--- src/bpa_pkg.sv ---
// Shared types, constants and helpers for the buddy page allocator.
package bpa_pkg;

    localparam int TOP_ORDER  = 10;
    localparam int PAGE_BYTES = 64;
    localparam int PAGE_SHIFT = $clog2(PAGE_BYTES);
    localparam int ID_WIDTH   = 16;
    localparam int POOL_PAGES = 1 << TOP_ORDER;
    localparam int PAGE_W     = TOP_ORDER;
    localparam int LINK_W     = TOP_ORDER + 1;
    localparam int ORD_W      = $clog2(TOP_ORDER + 1);
    localparam int CFG_W      = 4;
    localparam int SIZE_W     = 24;
    localparam int PAGES_W    = SIZE_W + 1 - PAGE_SHIFT;
    localparam int REQ_W      = $clog2(PAGES_W + 1);
    localparam int ADDR_W     = 16;
    localparam int IN_W       = 48;
    localparam int OUT_W      = 40;
    localparam int POOL_RESET = 10;

    localparam logic [LINK_W-1:0] NIL_PAGE = LINK_W'(POOL_PAGES);

    localparam logic [1:0] OP_ALLOC = 2'd0;
    localparam logic [1:0] OP_FREE  = 2'd1;
    localparam logic [1:0] OP_QUERY = 2'd2;

    typedef enum logic [1:0] {
        STAT_OK    = 2'd0,
        STAT_NOFIT = 2'd1,
        STAT_BADID = 2'd2,
        STAT_NOIDS = 2'd3
    } stat_t;

    typedef enum logic [1:0] {
        CMD_ALLOC,
        CMD_FREE,
        CMD_QUERY,
        CMD_BAD
    } kind_t;

    typedef struct packed {
        kind_t                kind;
        logic [REQ_W-1:0]     req;
        logic [ID_WIDTH-1:0]  rid;
    } cmd_t;

    typedef struct packed {
        logic                 used;
        logic [ORD_W-1:0]     ord;
        logic [ID_WIDTH-1:0]  id;
    } blk_ent_t;

    typedef enum logic [3:0] {
        S_CLEAR,
        S_IDLE,
        S_ALLOC_SRCH,
        S_ALLOC_POP,
        S_ALLOC_SPLIT,
        S_SCAN,
        S_MERGE,
        S_WALK,
        S_WALK_NEXT,
        S_UNLINK,
        S_PUSH,
        S_RESP
    } state_t;

    function automatic logic [ADDR_W-1:0] page_addr(input logic [PAGE_W-1:0] p);
        logic [PAGE_W+PAGE_SHIFT-1:0] w;
        w = {p, {PAGE_SHIFT{1'b0}}};
        return ADDR_W'(w);
    endfunction

endpackage

--- src/bpa_front.sv ---
// Front end: accepts beats, classifies them and queues commands.
module bpa_front import bpa_pkg::*; (
    input  logic            aclk,
    input  logic            aresetn,
    input  logic            s_tvalid,
    output logic            s_tready,
    input  logic [IN_W-1:0] s_tdata,
    input  logic            init_busy,
    output logic            q_valid,
    output cmd_t            q_cmd,
    input  logic            q_pop
);

    logic [1:0]         op;
    logic [SIZE_W-1:0]  size;
    logic [SIZE_W:0]    sum;
    logic [PAGES_W-1:0] pages;
    logic [PAGES_W-1:0] pm1;
    logic [REQ_W-1:0]   req;
    cmd_t               cmd_in;
    logic               push;

    cmd_t       q_mem_reg [0:1];
    logic       wr_ptr_reg, wr_ptr_next;
    logic       rd_ptr_reg, rd_ptr_next;
    logic [1:0] cnt_reg, cnt_next;

    assign op    = s_tdata[1:0];
    assign size  = s_tdata[SIZE_W+1:2];
    assign sum   = {1'b0, size} + (SIZE_W+1)'(PAGE_BYTES - 1);
    assign pages = sum[SIZE_W:PAGE_SHIFT];
    assign pm1   = pages - PAGES_W'(1);

    always_comb begin
        req = '0;
        for (int i = 0; i < PAGES_W; i++) begin
            if (pm1[i]) begin
                req = REQ_W'(i + 1);
            end
        end
    end

    always_comb begin
        cmd_in.req = req;
        cmd_in.rid = s_tdata[SIZE_W+ID_WIDTH+1:SIZE_W+2];
        unique case (op)
            OP_ALLOC: cmd_in.kind = (size == '0) ? CMD_BAD : CMD_ALLOC;
            OP_FREE:  cmd_in.kind = CMD_FREE;
            OP_QUERY: cmd_in.kind = CMD_QUERY;
            default:  cmd_in.kind = CMD_BAD;
        endcase
    end

    assign s_tready = (cnt_reg != 2'd2) && !init_busy;
    assign push     = s_tvalid && s_tready;
    assign q_valid  = (cnt_reg != 2'd0);
    assign q_cmd    = q_mem_reg[rd_ptr_reg];

    always_comb begin
        wr_ptr_next = wr_ptr_reg ^ push;
        rd_ptr_next = rd_ptr_reg ^ q_pop;
        cnt_next    = cnt_reg + {1'b0, push} - {1'b0, q_pop};
    end

    always_ff @(posedge aclk) begin
        if (!aresetn) begin
            wr_ptr_reg <= 1'b0;
            rd_ptr_reg <= 1'b0;
            cnt_reg    <= 2'd0;
        end else begin
            wr_ptr_reg <= wr_ptr_next;
            rd_ptr_reg <= rd_ptr_next;
            cnt_reg    <= cnt_next;
        end
    end

    always_ff @(posedge aclk) begin
        if (push) begin
            q_mem_reg[wr_ptr_reg] <= cmd_in;
        end
    end

endmodule

--- config.mk ---
export PLATFORM = sky130hd
export DESIGN_NAME = bpa_front
export DESIGN_NICKNAME = d
export VERILOG_FILES = /design/src/bpa_pkg.sv /design/src/bpa_front.sv
export SDC_FILE = /design/constraint.sdc
export NUM_CORES = 1
export LEC_CHECK = 0
export ABC_AREA = 1
export BUFFER_PORTS_ARGS = -buffer_cell sky130_fd_sc_hd__buf_2
export CAP_MARGIN = 20
export CORE_UTILIZATION = 49
export CTS_CLUSTER_SIZE = 24
export DETAILED_ROUTE_END_ITERATION = 12
export PLACE_DENSITY = 0.74
export REMOVE_ABC_BUFFERS = 1
export SLEW_MARGIN = 20
export SYNTH_ARGS = -nofsm -noshare
export SYNTH_HDL_FRONTEND = slang
export SYNTH_SLANG_ARGS = --single-unit
--- constraint.sdc ---
create_clock -name aclk -period 7.47 [get_ports aclk]
set_clock_uncertainty 0.05 [all_clocks]
set_input_delay 1.494 -clock aclk [delete_from_list [all_inputs] [get_ports aclk]]
set_output_delay 1.494 -clock aclk [all_outputs]
set_load 0.01 [all_outputs]
# Word level (Yosys, flattened, before mapping)
# Memory sizes are Yosys's and may differ from the RTL's. A register that Yosys moved wholly into a read port is not among the register bits.
# Cells that the tools add are included.
[totals]
mem_count = 1
elab_cells = 43
regBits = 4
ramBits = 46
[op_classes]
bitwise = 2
muxes = 24
n_reduce_logical = 6
eq_ne = 3
add_sub_neg = 4
[mem_list]
columns = ["name", "depth", "word_bits", "rd", "rd_clocked_by_memory_dff", "wr", "line_no", "source"]
rows = [
  ["q_mem_reg", 2, 23, 1, 1, 1, "bpa_front.sv:23", "cmd_t q_mem_reg [0:1];"],
]
[ops]
columns = ["operator", "count"]
rows = [
  ["$mux W5", 18],
  ["$add A24 B6 Y25 const B", 1],
  ["$logic_not A24 Y1", 1],
  ["$sub A19 B1 Y19 const B", 1],
  ["$pmux W2 S3", 1],
  ["$mux W1", 4],
  ["$add A2 B1 Y2", 1],
  ["$eq A2 B1 Y1 const B", 1],
  ["$eq A2 B2 Y1 const B", 1],
  ["$logic_and A1 B1 Y1", 2],
  ["$logic_not A2 Y1", 1],
  ["$mux W2", 1],
  ["$ne A2 B2 Y1 const B", 1],
  ["$reduce_bool A2 Y1", 1],
  ["$sub A2 B1 Y2", 1],
  ["$xor A1 B1 Y1", 2],
  ["$logic_not A1 Y1", 1],
]

# Logic depth before layout (Yosys ltp)
# Gate-level depths: netlist (run 1).
[depth]
ltp_word = 21
mapped_depth = 26
mapped_depth_nobuf = 25

# Least setup slack after synthesis (run 1)
# OpenSTA, ideal clock, no wires.
[synth_path]
kind = "input -> register"
from = "in s_tdata[2]"
to = "mem q_mem_reg[0][17] (netlist bit), data pin"
setup_time_ns = 0.267
arrival_ns = 3.574
t_required_ns = 7.153
path_buffers = 1
cell_stages = 19
path_slack_ns = 3.579
cell_sequence = "nor2_1 nand3_2 buf_4 nand2_1 nand2_1 nand2_1 ha_1 nand3_2 nor2_4 nand3_2 nor3_4 nand3_2 nor2_2 nand3_1 xor2_1 nand2_1 inv_2 nand2_1 nand3_1"
[synth_lines]
columns = ["item", "line_no", "source"]
rows = [
  ["start: declaration", "bpa_front.sv:7", "input logic [IN_W-1:0] s_tdata,"],
  ["end: declaration", "bpa_front.sv:23", ""],
]

==> results.tsv, run 1 <==
metric	value	unit
power density over cell area	165	nW/um^2
Starting Density	52.1	%
CP arrival	4.27	ns
CTS root buf	clkbuf_8	
Post-Syn Area	3170	um^2
max incr delay on CP	0.27	ns
Diodes inserted	0	
Leak	1.67	nW
met1 wire length	2610	um
clk_lat worst skew	0.30	ns
largest net degree at the start of global routing	24	
Layout area overhead	16.5	%
gpl congestion	0.860	
drt wl/cell	12.3	um
die area	6800	um^2
syn avg cell area	9.45	um^2
PortBufs	71	
RSZ-0062 raised after global routing	no	
WP data required	7.54	ns
Slowest cell on crit path	inv_1	
GRT overflow	0	
GRT Util Overall	17.7	%
CP bufs+invs	3	
peak supply drop	0.000107	V
CTS H-tree lvls	2	
status	completed	
Syn Inst Count	336	
initial DRC count	117	
CP top delay family	simple AND/OR/NAND/NOR gates	
Highest Signal Layer	met4	
detail-routed via count per cell	5.06	
clk slew on worst S/H paths	0.10	ns
TNS Setup	0	ns
fmax	239	MHz
# resized after CTS	0	
Total Wirelength	6000	um
min-delay worst type	reg2reg	
core area	6100	um^2
met2 WL	3080	um
Die H	82.5	um
Tmin final	4.19	ns
Final Non-Filler Cells	487	
most frequent cells in the layout	84 x nand2_1, 71 x buf_2, 46 x edfxtp_1	
Max-slew headroom	28.2	%
worst path cell trace	buf_2 -> nor2_1 -> nand3_2 -> inv_1 -> nand2_1 -> nand2_1 -> ha_1 -> nand3_2 -> nor2_4 -> nand3_2 -> nor3_4 -> nand3_2 -> nor2_2 -> nand3_1 -> xor2_1 -> nand2_1 -> inv_2 -> nand2_2 -> nor2_1	
Synth cell types	36	
critical path class	in2reg	
CTS tree	yes	
io pins	78	
register area share after synthesis	46.7	%
flops & latches, synth	51	
clk buf depth	2	
number of global-route vias before repair	2200	
Post-route DRC	0	
CTS Sinks	51	
Max Slew Vio Count	0	
Detailed Routing Iterations Pass 1	4	
CP Max Fanout	13	
final setup vio count	0	
crit end category	register	
Layout fillers	528	
CP most frequent cell	nand3_2	
Worst-Margin Slew	1.08	ns
Die Wd	82.5	um
Largest register FFs	46	
met3 wire length	287	um
NumNets Final	470	
final period utilization	56.1	%
startpoint type of the worst setup path	input pin	
share of layout cells above drive strength 1	33.7	%
Fin. Hold Viols	0	
Setup Fix Bufs, Post-CTS	0	
Reg area	1480	um^2
detailed-route via count	2466	
CTS Buf Count	5	
footprint of the multi-input gates	1540	um^2
DP HPWL	4730	um
Post-DRT Antenna Nets	0	
commonest non-fill, non-tap cell in the layout	nand2_1	
initial antenna violation count	0	
Hold-fix buffers, CTS	0	
first-pass GRT wire length	9230	um
max-cap viol count	0	
placed cell count	479	
warning count from the yosys run	0	
num rows	28	
[metrics by stage]
stage                     total power [mW]  hold slack [ns]  cell area (um^2)  utilization [%]  setup slack (ns)
after detailed placement             0.466            0.467              3610             59.2              3.01
after CTS                            0.617            0.492              3690             60.6              3.30
after global placement               0.462            0.448              3610             59.2              3.08
after floorplan                      0.419            0.430              3160                -              3.50
final                                0.611            0.481              3700             60.7              3.28
after global routing                 0.643            0.513              3700             60.7              2.96
[layout make-up]
class	count	share of cell area, %
clock buffers	6	1.96
clock inverters	2	0.372
inverters	38	3.86
multi-input cells	244	41.6
flip-flops and latches	51	40.1
well taps	75	2.54
repair buffers	71	9.61
[path summary, 6_finish.rpt]
check | start | to | slack [ns] | cells past startpoint
hold / removal | rd_ptr_reg | register | 0.48 | 2
setup reg to reg | cnt_reg[0] | q_mem_reg[1][19] | 5.40 | 4
setup / recovery | s_tdata[2] | q_mem_reg[0][18] | 3.28 | 19
hold reg to reg | rd_ptr_reg | register | 0.48 | 2
[synthesized netlist by cell type]
cell type	n	area share, %
o21ai_0	2	0.32
nor2_1	24	2.8
xnor2_1	6	1.7
buf_4	1	0.24
inv_1	34	4.0
nor4_1	4	0.79
edfxtp_1	46	44
o31ai_1	1	0.24
nor2_8	1	0.63
and2_1	3	0.59
xor2_1	11	3.0
buf_1	1	0.12
nand4_2	2	0.79
nor3_1	5	0.79
nor2_2	3	0.59
nand3b_4	1	0.63
dfxtp_1	5	3.2
nand3b_1	3	0.71
nand3_2	8	2.5
nand2_2	10	2.0
clkbuf_1	1	0.12
mux2_2	23	8.2
a21oi_1	3	0.47
xor2_2	1	0.51
a31oi_1	1	0.20
nor2_4	4	1.4
or2_2	1	0.20
nand2_1	84	9.9
inv_2	4	0.47
ha_1	6	2.4
a21o_1	1	0.24
nand4_1	10	2.0
nand2_4	1	0.35
nand3_1	22	3.5
nor3_4	1	0.51
o21bai_1	2	0.47
[logic make-up after synthesis]
| kind of cell | Yosys count | share of synthesized area, % |
|---|---|---|
| and+or+nand+nor | 187 | 30.7 |
| DFF | 51 | 46.7 |
| buffers and inverters | 41 | 4.97 |
| muxes | 23 | 8.16 |
| xor gates and xnor gates | 18 | 5.20 |
| AOI/OAI and AO/OA | 10 | 1.93 |
| adders and majority gates | 6 | 2.36 |
[where the power goes]
part           internal, mW  switching [mW]  total [mW]
clock                0.0662          0.0859       0.152
combinational        0.0528          0.0693       0.122
sequential            0.328         0.00860       0.337
[worst reg2reg max path, delay by kind of cell, from the launching register on]
| kind | cells | cell delay [ns] |
|---|---|---|
| adders and majority gates | 1 | 0.89 |
| DFF | 1 | 0.33 |
| and+or+nand+nor | 1 | 0.21 |
| AOI/OAI and AO/OA | 1 | 0.14 |
| buffers and inverters | 1 | 0.06 |
[routing by layer]
layer | vias to the layer above | GRT usage [%]
met5 | - | 0
met4 | 0 | 3.33
met3 | 2 | 3.41
met2 | 55 | 32.0
met1 | 1126 | 22.0
li1 | 1283 | -
Note: power is estimated with default switching activity, not from simulation.
==> inputs of run 2 (changes only) <==
--- a/config.mk
+++ b/config.mk
@@ -11,7 +11,7 @@
 export CORE_UTILIZATION = 49
 export CTS_CLUSTER_SIZE = 24
 export DETAILED_ROUTE_END_ITERATION = 12
-export PLACE_DENSITY = 0.74
+export PLACE_DENSITY = 0.77
 export REMOVE_ABC_BUFFERS = 1
 export SLEW_MARGIN = 20
 export SYNTH_ARGS = -nofsm -noshare
==> constraint.sdc (replaced) <==
create_clock -name aclk -period 3.55 [get_ports aclk]
set_clock_uncertainty 0.05 [all_clocks]
set_input_delay 0.71 -clock aclk [delete_from_list [all_inputs] [get_ports aclk]]
set_output_delay 0.71 -clock aclk [all_outputs]
set_load 0.01 [all_outputs]
==> run 2 against run 1 <==
- largest cell class unchanged
- flip-flop and latch count unchanged
- setup slack got worse by 2.8 ns
- register-to-register slack got worse by 3.4 ns
- first-iteration DRC count decreased by 21%
- critical path type unchanged
- sequential share of layout area decreased by 0.68 points
- sequential power increased by 110%
- routed wire length increased by 1.9%
- non-clock buffer count increased by 5
==> results.tsv, run 2 (same netlist as run 1, synthesis figures left out) <==
metric	value	unit	change
RSZ-0062 raised after global routing	no		unchanged
commonest non-fill, non-tap cell in the layout	nand2_1		unchanged
CP Max Fanout	8		was 13
PortBufs	71		unchanged
initial antenna violation count	0		unchanged
peak supply drop	0.000325	V	was 0.000107 V
status	completed		unchanged
initial DRC count	92		was 117
setup ws final	0.430	ns	was 3.28 ns
CTS H-tree lvls	2		unchanged
CTS root buf	clkbuf_8		unchanged
TNS Setup	0	ns	unchanged
fmax	321	MHz	
first-pass GRT wire length	9630	um	was 9230 um
Min Hold Slack	0.467	ns	was 0.481 ns
Pwr Total	1.37	mW	was 0.611 mW
startpoint type of the worst setup path	input pin		unchanged
Largest register FFs	46		unchanged
# resized after CTS	0		unchanged
detailed-route via count	2468		was 2466
max-cap viol count	0		unchanged
min-delay worst type	reg2reg		unchanged
largest net degree at the start of global routing	24		unchanged
Layout area overhead	18.5	%	was 16.5%
core area	6100	um^2	unchanged
CTS tree	yes		unchanged
most frequent cells in the layout	84 x nand2_1, 71 x buf_2, 46 x edfxtp_1		unchanged
final period utilization	87.9	%	
CTS Buf Count	5		unchanged
NumNets Final	475		was 470
num rows	28		unchanged
die area	6800	um^2	unchanged
Setup Fix Bufs, Post-CTS	0		unchanged
Starting Density	52.1	%	unchanged
pre-CTS WS	0.108	ns	was 3.01 ns
GRT overflow	0		unchanged
Worst-Margin Slew	0.525	ns	was 1.08 ns
clk slew on worst S/H paths	0.09	ns	was 0.10 ns
io pins	78		unchanged
WP data required	3.64	ns	was 7.54 ns
Hold-fix buffers, CTS	0		unchanged
detail-routed via count per cell	5.02		was 5.06
Fin. Hold Viols	0		unchanged
Tmin final	3.12	ns	
Final Non-Filler Cells	492		was 487
Die H	82.5	um	unchanged
DP HPWL	4770	um	was 4730 um
Finished Cell Area	3760	um^2	was 3700 um^2
GRT Util Overall	18.9	%	was 17.7%
crit end category	register		unchanged
drt wl/cell	12.4	um	was 12.3 um
CP arrival	3.21	ns	was 4.27 ns
clk_lat worst skew	0.30	ns	about the same
Diodes inserted	0		unchanged
Max Slew Vio Count	0		unchanged
Leak	1.71	nW	was 1.67 nW
power density over cell area	365	nW/um^2	was 165 nW/um^2
number of global-route vias before repair	2300		was 2200
Layout fillers	522		was 528
Post-route DRC	0		unchanged
CTS Sinks	51		unchanged
DP Area	3650	um^2	was 3610 um^2
final setup vio count	0		unchanged
share of layout cells above drive strength 1	34.5	%	was 33.7%
gpl congestion	0.867		was 0.860
placed cell count	484		was 479
clk buf depth	2		unchanged
Detailed Routing Iterations Pass 1	4		unchanged
critical path class	in2reg		unchanged
Post-DRT Antenna Nets	0		unchanged
Max-slew headroom	64.7	%	was 28.2%
Die Wd	82.5	um	unchanged
Total Wirelength	6110	um	was 6000 um
utilization after layout	61.7	%	was 60.7%
-- run 2: cell types whose count changed in the layout (fill, tap and decap cells not counted) --
cell / change
buf_4: +5
clkbuf_1: -1
bufinv_16: +1
ha_2: -1
clkinv_2: -1
inv_6: +1
clkinv_4: -1
clkinvlp_4: +1
ha_1: +1
-- run 2: layout make-up --
class,instances,area [um^2],area share (%)
inverter,38,143,3.79
timing repair buffer,76,393,10.4
tap,75,93.8,2.50
sequential,51,1480,39.4
clock inverter,3,46.3,1.23
clock buffer,5,68.8,1.83
multi-input combinational,244,1540,40.8
-- run 2: worst paths after layout --
kind                            slack (ns)  startpoint               end  cells after the start
worst min-delay path                  0.47  rd_ptr_reg          register                      2
worst max-delay path                  0.43  s_tdata[2]  q_mem_reg[0][18]                     19
worst min register to register        0.47  rd_ptr_reg          register                      2
worst max register to register        1.97  cnt_reg[0]  q_mem_reg[0][19]                      5
-- run 2: routing by layer --
metal / part of all wire (%) / vias up / track usage, %
met1: 44 / 1130 / 22.6
li1: - / 1290 / -
met4: 1.4 / 0 / 5.26
met2: 51 / 41 / 34.3
met3: 3.6 / 7 / 3.63
met5: 0 / - / 0
-- run 2: critical path, stage by stage --
cell	delay [ns]
buf_2	0.10
nor2_1	0.16
nand3_2	0.19
nand2_1	0.13
nand2_1	0.05
nand2_1	0.08
ha_1	0.20
nand3_2	0.13
nor2_4	0.15
nand3_2	0.12
nor3_4	0.26
nand3_2	0.13
nor2_2	0.16
nand3_1	0.09
xor2_1	0.18
nand2_1	0.09
inv_2	0.07
nand2_2	0.07
nor2_1	0.14
-- run 2: report_power, final --
group | total (mW) | internal (mW) | leakage (nW) | switching, mW
sequential | 0.699 | 0.690 | 0.462 | 0.00926
clock | 0.404 | 0.212 | 0.0548 | 0.192
combinational | 0.268 | 0.113 | 1.19 | 0.156
==> inputs of run 3 (changes only) <==
--- a/config.mk
+++ b/config.mk
@@ -8,10 +8,11 @@
 export ABC_AREA = 1
 export BUFFER_PORTS_ARGS = -buffer_cell sky130_fd_sc_hd__buf_2
 export CAP_MARGIN = 20
+export CORE_ASPECT_RATIO = 1.1
 export CORE_UTILIZATION = 49
 export CTS_CLUSTER_SIZE = 24
 export DETAILED_ROUTE_END_ITERATION = 12
-export PLACE_DENSITY = 0.77
+export PLACE_DENSITY = 0.86
 export REMOVE_ABC_BUFFERS = 1
 export SLEW_MARGIN = 20
 export SYNTH_ARGS = -nofsm -noshare
==> run 3 against run 2 <==
- count of clock-buffer cells in the layout rose by 1
- design area fell by 0.27%
- largest cell class unchanged
- non-clock buffer count did not move
- largest power group unchanged
- total power fell by 5.0%
- critical endpoint is now q_mem_reg[1][19]
==> results.tsv, run 3 (same netlist as run 1, synthesis figures left out) <==
metric	value	unit	change
status	completed		unchanged
Die H	86.4	um	was 82.5 um
setup ws final	0.419	ns	was 0.430 ns
CP arrival	3.22	ns	was 3.21 ns
Post-DRT Antenna Nets	0		unchanged
detail-routed via count per cell	5.03		was 5.02
# resized after CTS	0		unchanged
Layout area overhead	18.2	%	was 18.5%
Tmin final	3.13	ns	was 3.12 ns
power density over cell area	348	nW/um^2	was 365 nW/um^2
CP Max Fanout	9		was 8
Min Hold Slack	0.475	ns	was 0.467 ns
detailed-route via count	2499		was 2468
PortBufs	71		unchanged
footprint of the multi-input gates	1540	um^2	unchanged
Leak	1.70	nW	was 1.71 nW
drt wl/cell	11.6	um	was 12.4 um
min-delay worst type	reg2reg		unchanged
RSZ-0062 raised after global routing	no		unchanged
initial DRC count	71		was 92
met2 usage	35.3	%	was 34.3%
Die Wd	78.7	um	was 82.5 um
most crowded layer after global routing	met2		unchanged
Post-route DRC	0		unchanged
Fin. Hold Viols	0		unchanged
TNS Setup	0	ns	unchanged
Max-slew headroom	69.9	%	was 64.7%
DP HPWL	4800	um	was 4770 um
initial antenna violation count	0		unchanged
startpoint type of the worst setup path	input pin		unchanged
Diodes inserted	0		unchanged
Detailed Routing Iterations Pass 1	4		unchanged
grt met3 use	2.21	%	was 3.63%
Starting Density	50.9	%	was 52.1%
Reg area	1480	um^2	unchanged
CTS root buf	clkbuf_8		unchanged
clk_lat worst skew	0.30	ns	about the same
share of layout cells above drive strength 1	34.5	%	unchanged
Total Wirelength	5770	um	was 6110 um
clk slew on worst S/H paths	0.08	ns	was 0.09 ns
NumNets Final	475		unchanged
core area	6230	um^2	was 6100 um^2
number of global-route vias before repair	2457		was 2300
fmax	319	MHz	was 321 MHz
met1 Usage GRT	21.0	%	was 22.6%
gpl congestion	0.892		was 0.867
die area	6800	um^2	about the same
CTS tree	yes		unchanged
largest net degree at the start of global routing	24		unchanged
CTS Buf Count	5		unchanged
max-cap viol count	0		unchanged
final period utilization	88.2	%	was 87.9%
Hold-fix buffers, CTS	0		unchanged
Layout fillers	535		was 522
Worst-Margin Slew	0.448	ns	was 0.525 ns
CTS H-tree lvls	2		unchanged
GRT overflow	0		unchanged
io pins	78		unchanged
Setup Fix Bufs, Post-CTS	0		unchanged
clk buf depth	2		unchanged
GRT Util Overall	18.2	%	was 18.9%
Largest register FFs	46		unchanged
crit end category	register		unchanged
commonest non-fill, non-tap cell in the layout	nand2_1		unchanged
WP data required	3.64	ns	about the same
pre-CTS WS	0.0986	ns	was 0.108 ns
first-pass GRT wire length	10100	um	was 9630 um
Pwr Total	1.30	mW	was 1.37 mW
final setup vio count	0		unchanged
most frequent cells in the layout	84 x nand2_1, 71 x buf_2, 46 x edfxtp_1		unchanged
peak supply drop	0.000246	V	was 0.000325 V
num rows	30		was 28
CTS Sinks	51		unchanged
critical path class	in2reg		unchanged
Max Slew Vio Count	0		unchanged
==> run 3: cell count changes in the layout (fill, tap and decap cells not counted), sizes merged <==
| cell | previous run | this run |
|---|---|---|
| bufinv | 1 | 0 |
| clkbuf | 5 | 6 |
| clkinv | 0 | 1 |
| inv | 39 | 38 |
==> run 3: metal layers <==
metal	part of all wire, %	up-vias
met5	0	-
met4	0.76	0
met3	4.0	5
li1	-	1293
met1	44	1143
met2	52	58
==> run 3: power by group <==
group          internal (mW)  switching [mW]
Combinational          0.114           0.156
Sequential             0.690         0.00954
Clock                  0.159           0.176
Total                  0.962           0.341
==> run 3: metrics by stage <==
stage	cell area (um^2)	cells	util (%)
floorplan	3160	333	-
global placement	3650	489	58.6
detailed placement	3650	489	58.6
CTS	3750	497	60.2
global route	3750	497	60.2
finish	3750	497	60.2
==> run 3: worst paths after layout <==
path | endpoint | start | cells after the start | slack (ns)
hold reg to reg | register | rd_ptr_reg | 2 | 0.47
setup reg to reg | q_mem_reg[1][10] | cnt_reg[0] | 5 | 1.67
hold / removal | register | rd_ptr_reg | 2 | 0.47
setup / recovery | q_mem_reg[1][19] | s_tdata[2] | 19 | 0.42
==> run 3: final cells by class <==
cell class / instances / area share [%]
multi-input cells: 244 / 40.9
well taps: 80 / 2.67
clock inverters: 2 / 0.434
repair buffers: 76 / 10.5
inverters: 38 / 3.80
clock buffers: 6 / 2.20
flip-flops and latches: 51 / 39.5
==> run 3: critical path, cell delays in order <==
cell	delay (ns)
buf_2	0.09
nor2_1	0.16
nand3_2	0.21
inv_1	0.13
nand2_1	0.06
nand2_1	0.08
ha_1	0.20
nand3_2	0.13
nor2_4	0.15
nand3_2	0.12
nor3_4	0.24
nand3_2	0.12
nor2_2	0.15
nand3_1	0.09
xor2_1	0.20
nand2_1	0.08
inv_2	0.07
nand2_2	0.07
nor2_1	0.14
